--- src/rtl/core/abfc_pkg.sv ---
// Shared types, widths and register codes for the box versus frustum culling block.
package abfc_pkg;

	// Number of planes tested, in register order (4 to 6).
	localparam int PLANE_COUNT = 6;
	// Number of plane registers present on the configuration port.
	localparam int NUM_PLANES = 6;

	localparam int COORD_W = 32;              // Q28.4 world coordinate
	localparam int REL_W = COORD_W + 1;       // corner minus camera, exact
	localparam int COEF_W = 16;               // a, b, c in Q1.14, d in Q12.4
	localparam int PROD_W = COEF_W + REL_W;   // one normal term
	localparam int SUM_W = PROD_W + 3;        // three terms plus scaled d
	localparam int D_SHIFT = 14;              // aligns d to the product fraction
	localparam int ADDR_W = 6;
	localparam int DATA_W = 64;
	localparam int IN_W = 6 * COORD_W;
	localparam int OUT_W = 8;

	// Register indexes, byte address is 8 times the index.
	typedef enum logic [2:0] {
		REG_PLANE_LEFT   = 3'd0,
		REG_PLANE_RIGHT  = 3'd1,
		REG_PLANE_BOTTOM = 3'd2,
		REG_PLANE_TOP    = 3'd3,
		REG_PLANE_NEAR   = 3'd4,
		REG_PLANE_FAR    = 3'd5,
		REG_CAMERA_XY    = 3'd6,
		REG_CAMERA_Z     = 3'd7
	} reg_idx_t;

	// Configuration state handed from the register file to the datapath.
	typedef struct packed {
		logic [NUM_PLANES-1:0][DATA_W-1:0] plane;
		logic [COORD_W-1:0]                cam_x;
		logic [COORD_W-1:0]                cam_y;
		logic [COORD_W-1:0]                cam_z;
	} cfg_t;

	// Box relative to the camera plus the running visibility flag.
	typedef struct packed {
		logic [2:0][REL_W-1:0] lo;
		logic [2:0][REL_W-1:0] hi;
		logic                  vis;
	} box_t;

	// Stage occupancy of one cell.
	typedef struct packed {
		logic v_s1;
		logic v_s2;
	} cell_stat_t;

endpackage

--- src/rtl/core/abfc_cfg.sv ---
// Register file with the APB-style configuration port.
module abfc_cfg import abfc_pkg::*; (
	input  logic              clk,
	input  logic              arst_n,
	input  logic              psel,
	input  logic              penable,
	input  logic              pwrite,
	input  logic [ADDR_W-1:0] paddr,
	input  logic [DATA_W-1:0] pwdata,
	output logic [DATA_W-1:0] prdata,
	output logic              pready,
	output cfg_t              cfg
);

	logic [NUM_PLANES-1:0][DATA_W-1:0] plane_q;
	logic [DATA_W-1:0]                 cam_xy_q;
	logic [COORD_W-1:0]                cam_z_q;
	logic                              wr_en;
	reg_idx_t                          idx;

	assign pready = 1'b1;
	assign wr_en  = psel && penable && pwrite && pready;
	assign idx    = reg_idx_t'(paddr[ADDR_W-1:3]);

	// Register writes, taken in the access cycle.
	always_ff @(posedge clk or negedge arst_n) begin
		if (!arst_n) begin
			plane_q  <= '0;
			cam_xy_q <= '0;
			cam_z_q  <= '0;
		end else if (wr_en) begin
			case (idx)
				REG_PLANE_LEFT:   plane_q[0] <= pwdata;
				REG_PLANE_RIGHT:  plane_q[1] <= pwdata;
				REG_PLANE_BOTTOM: plane_q[2] <= pwdata;
				REG_PLANE_TOP:    plane_q[3] <= pwdata;
				REG_PLANE_NEAR:   plane_q[4] <= pwdata;
				REG_PLANE_FAR:    plane_q[5] <= pwdata;
				REG_CAMERA_XY:    cam_xy_q   <= pwdata;
				REG_CAMERA_Z:     cam_z_q    <= pwdata[COORD_W-1:0];
				default:          ;
			endcase
		end
	end

	// Read back.
	always_comb begin
		case (idx)
			REG_PLANE_LEFT:   prdata = plane_q[0];
			REG_PLANE_RIGHT:  prdata = plane_q[1];
			REG_PLANE_BOTTOM: prdata = plane_q[2];
			REG_PLANE_TOP:    prdata = plane_q[3];
			REG_PLANE_NEAR:   prdata = plane_q[4];
			REG_PLANE_FAR:    prdata = plane_q[5];
			REG_CAMERA_XY:    prdata = cam_xy_q;
			REG_CAMERA_Z:     prdata = DATA_W'(cam_z_q);
			default:          prdata = '0;
		endcase
	end

	assign cfg.plane = plane_q;
	assign cfg.cam_x = cam_xy_q[COORD_W-1:0];
	assign cfg.cam_y = cam_xy_q[DATA_W-1:COORD_W];
	assign cfg.cam_z = cam_z_q;

endmodule

--- config.mk ---
export PLATFORM = sky130hd
export DESIGN_NAME = abfc_cfg
export DESIGN_NICKNAME = d
export VERILOG_FILES = /design/src/rtl/core/abfc_pkg.sv /design/src/rtl/core/abfc_cfg.sv
export SDC_FILE = /design/constraint.sdc
export NUM_CORES = 1
export LEC_CHECK = 0
export BUFFER_PORTS_ARGS = -buffer_cell sky130_fd_sc_hd__buf_4
export CAP_MARGIN = 10
export CORE_AREA = 5 5 239 241
export CTS_CLUSTER_DIAMETER = 150
export DETAILED_ROUTE_END_ITERATION = 12
export DIE_AREA = 0 0 244 246
export SETUP_SLACK_MARGIN = 0.1
export SLEW_MARGIN = 20
export SYNTH_ARGS = -nofsm -noshare
export SYNTH_HDL_FRONTEND = slang
export SYNTH_SLANG_ARGS = --single-unit
--- constraint.sdc ---
create_clock -name clk -period 6.2 [get_ports clk]
set_input_delay 1.24 -clock clk [delete_from_list [all_inputs] [get_ports clk]]
set_output_delay 1.24 -clock clk [all_outputs]
set_load 0.03 [all_outputs]
==> flow_metrics.tcl <==
set metrics [dict create \
    p_switching_uw 4280 \
    internal_power_uw 7210 \
    grt_pass1_wl_um 119000 \
    port_buffers 615 \
    drive_above_1_share_pct 58.9 \
    cp_max_fo 36 \
    final_cell_count_no_fill 2834 \
    grt_max_degree 142 \
    fmax_mhz 206 \
    grt_pass1_vias 16613 \
    reg2reg_depth 1 \
    core_um2 54700 \
    hpwl_um 55400 \
    syn_area_um2 21600 \
    wl_um 81000 \
    grt_antenna_before_repair 1 \
    end_kind "output pin" \
    clk_path_buf_depth 3 \
    dr.pass1.iters 5 \
    fp.dieW_um 244 \
    htreeDepth 2 \
    post_cts_buffers 0 \
    rows 86 \
    hold_viol_final 0 \
    vdd_drop_max_mv 0.276 \
    syn_area_per_cell_um2 14.5 \
    seq_power_share_pct 37.3 \
    drc 0 \
    crit_arrival_ps 3610 \
    outcome "finished, final reports clean" \
    cts_buffers 54 \
    synth_edf_count 0 \
    drv_slew 0 \
    synth-seq-cells 480 \
    cp-start-kind "primary input" \
    setup.worst_path.start "paddr[3]" \
    cts_resized 0 \
    min_from "cfg[360]" \
    setup_viol_count_final 0 \
    finalCriticalPeriod_ps 4850 \
    root_buffer "clkbuf_16" \
    async_reset_ff_share_pct 100 \
    initial_core_util_pct 39.5 \
    skew_ps 0 \
    grt_util_all_layers_pct 26.2 \
    fin_crit_sh_pct 78.2 \
    postCtsHoldBufs 0 \
    hold_path.class "reg2reg" \
    critPathRequiredTime_ps 4960 \
    path_class "in2out" \
    combPwrFrac_pct 35.0 \
    cts_sinks 480 \
    drt-initial-drc-count 868 \
    n_antenna_cell 0 \
    p_leak_uw 0.0139 \
    yosysSeqAreaShare_pct 55.6 \
    vias 15623 \
    syn-num-nets 1567 \
    via_per_inst 5.51 \
    ant_nets 0 \
    path_clk_slew_ps 60 \
    rsz0062_at_grt "false" \
    final_common_cell "buf_4" \
    yosysWarningCount 0 \
    worst_pin_slew_ps 1150 \
    overflow 0 \
    gp_congestion 0.844 \
    dp_cells 2734 \
    ys_top_cells_by_area "dfrtp_1 (56%), mux2_2 (25%), mux2i_1 (5.0%)" \
    insertion_delay_ps 590 \
    die_area_um2 60000 \
    power.total_uw 11500 \
    io_pins 620 \
    synth_cells 1492 \
    layout.nets 2161 \
    area_growth_pct 32.8 \
    yosysTopAreaCellShare_pct 55.6 \
    p_clk_share_pct 27.8 \
    pwr_density_cell_nw_per_um2 400 \
    yosysUniqueCellTypes 39 \
    die_y_um 246 \
    tns_ps 0 \
    max_cap_violations 0 \
    r2r-start "cfg[102]" \
    p_sw_share_pct 37.2 \
    worstHoldPathCells 1 \
    synth_area_leader_cell "dfrtp_1" \
    ys.flop_type "dfrtp_1" \
    maxSlewHeadroom_pct 23.1 \
    wire_per_inst_um 28.6 \
    final_cell_mix "buf_4 (639), mux2_2 (485), dfrtp_1 (480)" \
    tritoncts "built" \
]
## metal layers
| metal | track usage, % | share of wire (%) | vias up | wire length, um |
|---|---|---|---|---|
| met5 | 0 | 0 | - | 0 |
| met4 | 6.79 | 2.4 | 0 | 1970 |
| met3 | 8.59 | 8.5 | 113 | 6880 |
| met2 | 44.1 | 49 | 575 | 39800 |
| met1 | 32.8 | 40 | 8196 | 32300 |
| li1 | - | - | 6739 | - |
## Yosys cell counts, drive strengths merged (2+ instances only)
| master | instances |
|---|---|
| a21oi | 11 |
| a221oi | 38 |
| a22o | 8 |
| a22oi | 11 |
| a2bb2oi | 4 |
| buf | 83 |
| clkbuf | 24 |
| dfrtp | 480 |
| inv | 46 |
| mux2 | 500 |
| mux2i | 108 |
| mux4 | 24 |
| nand2 | 14 |
| nand2b | 12 |
| nor2 | 20 |
| nor2b | 4 |
| o21ai | 4 |
| o22a | 31 |
| o22ai | 31 |
| o2bb2ai | 10 |
| o32a | 8 |
| o32ai | 8 |
| or3 | 2 |
## path summary, 6_finish.rpt
kind / end / slack, ps
max in group asynchronous: cam_z_q[26] / 4020
hold / removal: cfg[360] / 520
min in group asynchronous: cfg[263] / 670
setup / recovery: prdata[43] / 1350
hold reg to reg: cfg[360] / 520
setup reg to reg: cfg[102] / 5370
## registers in the layout, indices dropped and copies added (netlist names)
register and count:
cam_xy_q 64, cam_z_q 32, cfg 384
## cell type report
cell class                      instances  area, um^2
Timing Repair Buffer                  645        4910
Multi-Input combinational cell        858        8950
Clock inverter                         17         143
Fill cell                            4748       26000
Inverter                               47         176
Clock buffer                           83        1630
Tap cell                              704         881
Sequential cell                       480       12000
## critical path, stage by stage
cell    delay [ps]
buf_4          460
buf_4          520
nor2_1         390
a22o_1         390
o32a_1         380
buf_4          180
## per-stage QoR
| step | util, % | hold WS, ps | instance area, um^2 | setup slack (ps) |
|---|---|---|---|---|
| final | 52.5 | 517 | 28700 | 1350 |
| after global routing | 52.5 | 541 | 28700 | 1240 |
| after CTS | 52.5 | 518 | 28700 | 1340 |
| after detailed placement | 49.3 | 505 | 26900 | 1360 |
| after global placement | 49.3 | 498 | 26900 | 1350 |
| after floorplan | - | 702 | 21600 | 2020 |
## power by group through the flow
stage | Combinational (uW) | Clock (uW) | Sequential (uW)
after global placement | 4030 | 0 | 4290
after CTS | 4060 | 3260 | 4280
final | 4020 | 3190 | 4280
after floorplan | 1100 | 0 | 5430
after global routing | 4200 | 3390 | 4360
after detailed placement | 4050 | 0 | 4330
## cell families (layout without fill, tap and decap cells)
family          after synthesis  after routing  share of synthesized area (%)
mux                         632            632                           33.6
flops                       480            480                           55.6
compound gates              168            168                           6.15
buf+inv                     154            792                           3.20
simple gates                 57             57                           1.51
other cells                   1              1                         0.0174
Power figures use the tool's default switching activity.
