===== src/rtl/core/abfc_pkg.sv =====
// Shared types, widths and register codes for the box versus frustum culling block.
package abfc_pkg;

	// Number of planes tested, in register order (4 to 6).
	localparam int PLANE_COUNT = 6;
	// Number of plane registers present on the configuration port.
	localparam int NUM_PLANES = 6;

	localparam int COORD_W = 32;              // Q28.4 world coordinate
	localparam int REL_W = COORD_W + 1;       // corner minus camera, exact
	localparam int COEF_W = 16;               // a, b, c in Q1.14, d in Q12.4
	localparam int PROD_W = COEF_W + REL_W;   // one normal term
	localparam int SUM_W = PROD_W + 3;        // three terms plus scaled d
	localparam int D_SHIFT = 14;              // aligns d to the product fraction
	localparam int ADDR_W = 6;
	localparam int DATA_W = 64;
	localparam int IN_W = 6 * COORD_W;
	localparam int OUT_W = 8;

	// Register indexes, byte address is 8 times the index.
	typedef enum logic [2:0] {
		REG_PLANE_LEFT   = 3'd0,
		REG_PLANE_RIGHT  = 3'd1,
		REG_PLANE_BOTTOM = 3'd2,
		REG_PLANE_TOP    = 3'd3,
		REG_PLANE_NEAR   = 3'd4,
		REG_PLANE_FAR    = 3'd5,
		REG_CAMERA_XY    = 3'd6,
		REG_CAMERA_Z     = 3'd7
	} reg_idx_t;

	// Configuration state handed from the register file to the datapath.
	typedef struct packed {
		logic [NUM_PLANES-1:0][DATA_W-1:0] plane;
		logic [COORD_W-1:0]                cam_x;
		logic [COORD_W-1:0]                cam_y;
		logic [COORD_W-1:0]                cam_z;
	} cfg_t;

	// Box relative to the camera plus the running visibility flag.
	typedef struct packed {
		logic [2:0][REL_W-1:0] lo;
		logic [2:0][REL_W-1:0] hi;
		logic                  vis;
	} box_t;

	// Stage occupancy of one cell.
	typedef struct packed {
		logic v_s1;
		logic v_s2;
	} cell_stat_t;

endpackage


===== src/rtl/core/abfc_cell.sv =====
// One plane cell: picks the far corner, forms the plane distance and updates the flag.
module abfc_cell import abfc_pkg::*; (
	input  logic              clk,
	input  logic              arst_n,
	input  logic [DATA_W-1:0] plane,
	input  logic              in_valid,
	output logic              in_ready,
	input  box_t              in_box,
	output logic              out_valid,
	input  logic              out_ready,
	output box_t              out_box,
	output cell_stat_t        stat
);

	logic                            v_s1;
	logic                            v_s2;
	box_t                            box_s1;
	box_t                            box_s2;
	logic signed [PROD_W-1:0]        prod_s1 [3];
	logic signed [COEF_W-1:0]        d_s1;
	logic signed [COEF_W-1:0]        n_c [3];
	logic signed [REL_W-1:0]         corner_c [3];
	logic signed [PROD_W-1:0]        prod_c [3];
	logic signed [SUM_W-1:0]         sum_c;
	logic                            ready_s1;
	logic                            load_s2;

	// Handshake between the two stages; a bubble is filled while the tail waits.
	assign load_s2   = v_s1 && (!v_s2 || out_ready);
	assign ready_s1  = !v_s1 || load_s2;
	assign in_ready  = ready_s1;
	assign out_valid = v_s2;
	assign out_box   = box_s2;
	assign stat.v_s1 = v_s1;
	assign stat.v_s2 = v_s2;

	// Corner selection per axis and one multiplier per axis.
	always_comb begin
		for (int k = 0; k < 3; k++) begin
			n_c[k]      = $signed(plane[COEF_W*k +: COEF_W]);
			corner_c[k] = n_c[k][COEF_W-1] ? $signed(in_box.lo[k]) : $signed(in_box.hi[k]);
			prod_c[k]   = n_c[k] * corner_c[k];
		end
	end

	// Distance: the three terms plus d aligned to the product fraction.
	assign sum_c = SUM_W'(prod_s1[0]) + SUM_W'(prod_s1[1]) + SUM_W'(prod_s1[2])
		+ (SUM_W'(d_s1) <<< D_SHIFT);

	// Stage occupancy.
	always_ff @(posedge clk or negedge arst_n) begin
		if (!arst_n) begin
			v_s1 <= 1'b0;
			v_s2 <= 1'b0;
		end else begin
			if (ready_s1) begin
				v_s1 <= in_valid;
			end
			if (!v_s2 || out_ready) begin
				v_s2 <= v_s1;
			end
		end
	end

	// Payload stages.
	always_ff @(posedge clk) begin
		if (in_valid && ready_s1) begin
			box_s1 <= in_box;
			d_s1   <= $signed(plane[DATA_W-1 -: COEF_W]);
			for (int k = 0; k < 3; k++) begin
				prod_s1[k] <= prod_c[k];
			end
		end
		if (load_s2) begin
			box_s2 <= {box_s1.lo, box_s1.hi, box_s1.vis && !sum_c[SUM_W-1]};
		end
	end

	// A box once culled stays culled.
	a_vis_monotone: assert property (@(posedge clk) disable iff (!arst_n)
		load_s2 |=> !(box_s2.vis && !$past(box_s1.vis)))
		else $error("cell set visible on a culled box");

	// Back-pressure upstream only when both stages hold a word.
	a_full_when_stalled: assert property (@(posedge clk) disable iff (!arst_n)
		!in_ready |-> (v_s1 && v_s2))
		else $error("cell stalled with an empty stage");

endmodule


===== config.mk =====
export PLATFORM = sky130hd
export DESIGN_NAME = abfc_cell
export DESIGN_NICKNAME = d
export VERILOG_FILES = /design/src/rtl/core/abfc_pkg.sv /design/src/rtl/core/abfc_cell.sv
export SDC_FILE = /design/constraint.sdc
export NUM_CORES = 2
export LEC_CHECK = 0
export BUFFER_PORTS_ARGS = -buffer_cell sky130_fd_sc_hd__buf_2
export CAP_MARGIN = 10
export CORE_ASPECT_RATIO = 0.9
export CORE_MARGIN = 2
export CORE_UTILIZATION = 69
export DETAILED_ROUTE_END_ITERATION = 8
export GPL_TIMING_DRIVEN = 0
export PLACE_DENSITY = 0.89
export SLEW_MARGIN = 10
export SYNTH_ARGS = -nofsm -noshare
export SYNTH_HDL_FRONTEND = slang
export SYNTH_SLANG_ARGS = --single-unit

===== constraint.sdc =====
create_clock -name clk -period 22.4 [get_ports clk]
set_input_delay 4.48 -clock clk [delete_from_list [all_inputs] [get_ports clk]]
set_output_delay 4.48 -clock clk [all_outputs]
set_load 0.02 [all_outputs]

==> results.md <==
* Worst Hold Class: reg -> reg
* Synth area leader: fa_1
* Synth top area cells: fa_1 42%, edfxtp_1 22%, inv_1 8.5%, ha_1 6.7%, and2_1 5.0%
* Die ar. at 113000 um^2
* # rows at 115
* Min cycle time layout at 13.77 ns
* Final-report setup violation count at 0
* DR DRC count at 0
* Post-place instance area at 80300 um^2
* Total Wirelength at 216 mm
* Tcrit/Tclk final at 61.5%
* Synthesis Warnings at 0
* Pin slew with the least headroom to its limit at 1.18 ns
* Vias per Instance at 5.82
* Number of synthesized flops with an enable pin at 561
* Clk buf depth at 3
* Top cell type's share of synthesized area at 41.8%
* Reg-to-Reg End: out_box[0]
* Worst-Skew Late Latency at 0.69 ns
* Setup crit end kind: flop
* Post-CTS Setup Inserts at 0
* Share of synthesized registers carrying an async set or reset at 0.355%
* Worst rel slew slack at 21.6%
* I/O Pins at 470
* Remaining global-route overflow at 0
* Number of H-tree levels at 2
* Hold-fix buffers, CTS at 0
* Vias in the first global route at 57.7k
* Crit start category: input port
* Global-route wire length before repair at 334 mm
* Fin. max-slew vios at 0
* Max Clock Skew at 0.0257 ns
* Synth Flop Type: edfxtp_1
* Synth Instances at 7168
* Met1 Resource Use GR at 49.8%
* Critical path destination: prod_s1[0][44]
* R2R Path Start: d_s1[0]
* Setup TNS at 0 ns
* Post-route ant nets at 0
* Dpl ws at 7.89 ns
* Net Count, Synth at 9428
* Die span in y at 319 um
* Setup crit start: plane[15]
* Post-synthesis register bit count at 563
* Post-route cell area at 82300 um^2
* CTS sink count at 563
* Critical Path RT at 22.75 ns
* Setup CP Type: in -> reg
* Post-cts resize count at 0
* Mapped Area at 75800 um^2
* Reg-to-reg slack, setup at 18.01 ns
* Syn_area_per_cell at 10.6 um^2
* FMAX at 72.6 MHz
* Layout cells sized above 1 at 8.80%
* RD Place Congestion at 0.996
* CTS tree: yes
* DR vias at 53.7k
* Status: finished clean
* Crit path DAT at 14.12 ns
* RSZ-0062 raised after global routing: no
* Pre-antenna DRT Iters at 9
* Max cap viols at 0
* Placeable Area at 109000 um^2
* DP HPWL at 181 mm
* GRT Total Usage at 39.9%
* DR iter-0 viols at 5040
* Most Crowded Layer GR: met2
* Starting Density at 69.4%
* Initial antenna violation count at 6
* Final count of hold timing violations at 0
* CTS root buffer: clkbuf_16
* Met3 Usage GRT at 8.35%
* Register area share after synthesis at 22.3%
* Worst-path clk slew at 0.06 ns
* Final worst slack at 8.63 ns
* Area delta synth->final at 8.53%
* Hold Path Stages at 0
* Total CTS buffers at 59
* Die W at 353 um
* Distinct cells, synth at 71
* Nets@finish at 9968
* CP Max Fanout at 10
* IO Port Bufs at 468
* R2R cell count at 12
* Largest net degree at the start of global routing at 65
* M2 GR Usage at 65.3%
* WL/cell at 23.5 um
-- metrics by stage --
stage,utilization (%),std cells,hold WS (ns)
after floorplan,-,7168,0.400
after global placement,73.3,9098,0.400
after detailed placement,73.5,9109,0.405
after CTS,75.3,9219,0.397
after global routing,75.4,9221,0.413
final,75.4,9225,0.405
-- synthesized netlist by cell type, types with 7 or more instances --
cell	n
and3_1	19
edfxtp_1	561
a21o_1	103
o211ai_1	11
nor2b_1	47
o21ai_0	45
a211oi_1	15
nor2_1	162
a31oi_1	18
or3_1	8
o21ai_1	21
a21oi_1	141
buf_1	11
fa_1	1584
nand2_1	914
ha_1	409
nor3_1	27
nand4_1	29
o21bai_1	15
nand2b_1	43
xnor2_1	120
and2_1	604
nand3_1	26
xor2_1	31
o31ai_1	11
o21a_1	7
clkbuf_1	270
inv_1	1722
mux2_2	96
-- state kept, by name (all words and copies together) (netlist names) --
register	flops
out_box	199
d_s1	16
v_s1	1
prod_s1	147
out_valid	1
box_s1	199
-- logic make-up after synthesis --
group,after synthesis,synth area share (%)
AO/OA/AOI/OAI,455,3.92
AND/OR/NAND/NOR,1897,12.0
multiplexers,101,1.49
buffers and inverters,2008,9.95
adder cells (fa/ha/maj),1993,48.6
XOR/XNOR,151,1.74
flip-flops,563,22.3
-- critical path, stage by stage --
cell	delay [ns]
clkbuf_1	0.20
buf_1	0.65
buf_1	0.76
clkinv_1	0.68
clkbuf_1	0.56
nor2_1	0.27
fa_1	0.47
fa_1	0.48
fa_1	0.55
fa_1	0.47
fa_1	0.50
inv_1	0.05
fa_1	0.47
inv_1	0.04
ha_1	0.26
clkbuf_1	0.19
a21o_1	0.21
a211oi_1	0.25
nor2_1	0.08
o41ai_1	0.29
and3_1	0.28
a21oi_1	0.19
a21oi_1	0.54
o31a_1	0.29
a21boi_1	0.88
-- area by class of cell --
type | count | area, um^2
multi-input combinational | 4597 | 51400
clock buffer | 66 | 1550
buffer | 284 | 1070
sequential | 563 | 16900
antenna | 6 | 15.0
fill | 7445 | 26900
tap | 1462 | 1830
timing repair buffer | 479 | 2630
clock inverter | 44 | 437
inverter | 1724 | 6470
-- placed cells by master (no fill, tap or decap), types with 47 or more instances in the layout --
| cell | netlist | layout |
|---|---|---|
| edfxtp_1 | 561 | 561 |
| a21o_1 | 103 | 103 |
| buf_2 | 1 | 469 |
| mux2_2 | 96 | 96 |
| inv_1 | 1722 | 1722 |
| clkbuf_16 | 0 | 61 |
| xnor2_1 | 120 | 119 |
| nor2b_1 | 47 | 47 |
| and2_1 | 604 | 602 |
| nand2_1 | 914 | 914 |
| fa_1 | 1584 | 1584 |
| ha_1 | 409 | 409 |
| clkbuf_1 | 270 | 275 |
| a21oi_1 | 141 | 141 |
| nor2_1 | 162 | 162 |
-- worst min path at each step --
stage	startpoint	end
global placement	box_s1[31]	out_box[31]
detailed placement	box_s1[118]	out_box[118]
global route	box_s1[177]	out_box[177]
CTS	box_s1[174]	out_box[174]
floorplan	box_s1[100]	out_box[100]
finish	box_s1[174]	out_box[174]
-- metal layers --
metal	wire (um)	share of wire [%]
met1	76000	35
met2	105000	49
met3	20500	9.5
met4	14900	6.9
met5	0	0
Power is left out: the tool's default activity adds up to more than one toggle a clock period on the data nets, which glitch-free logic cannot reach.
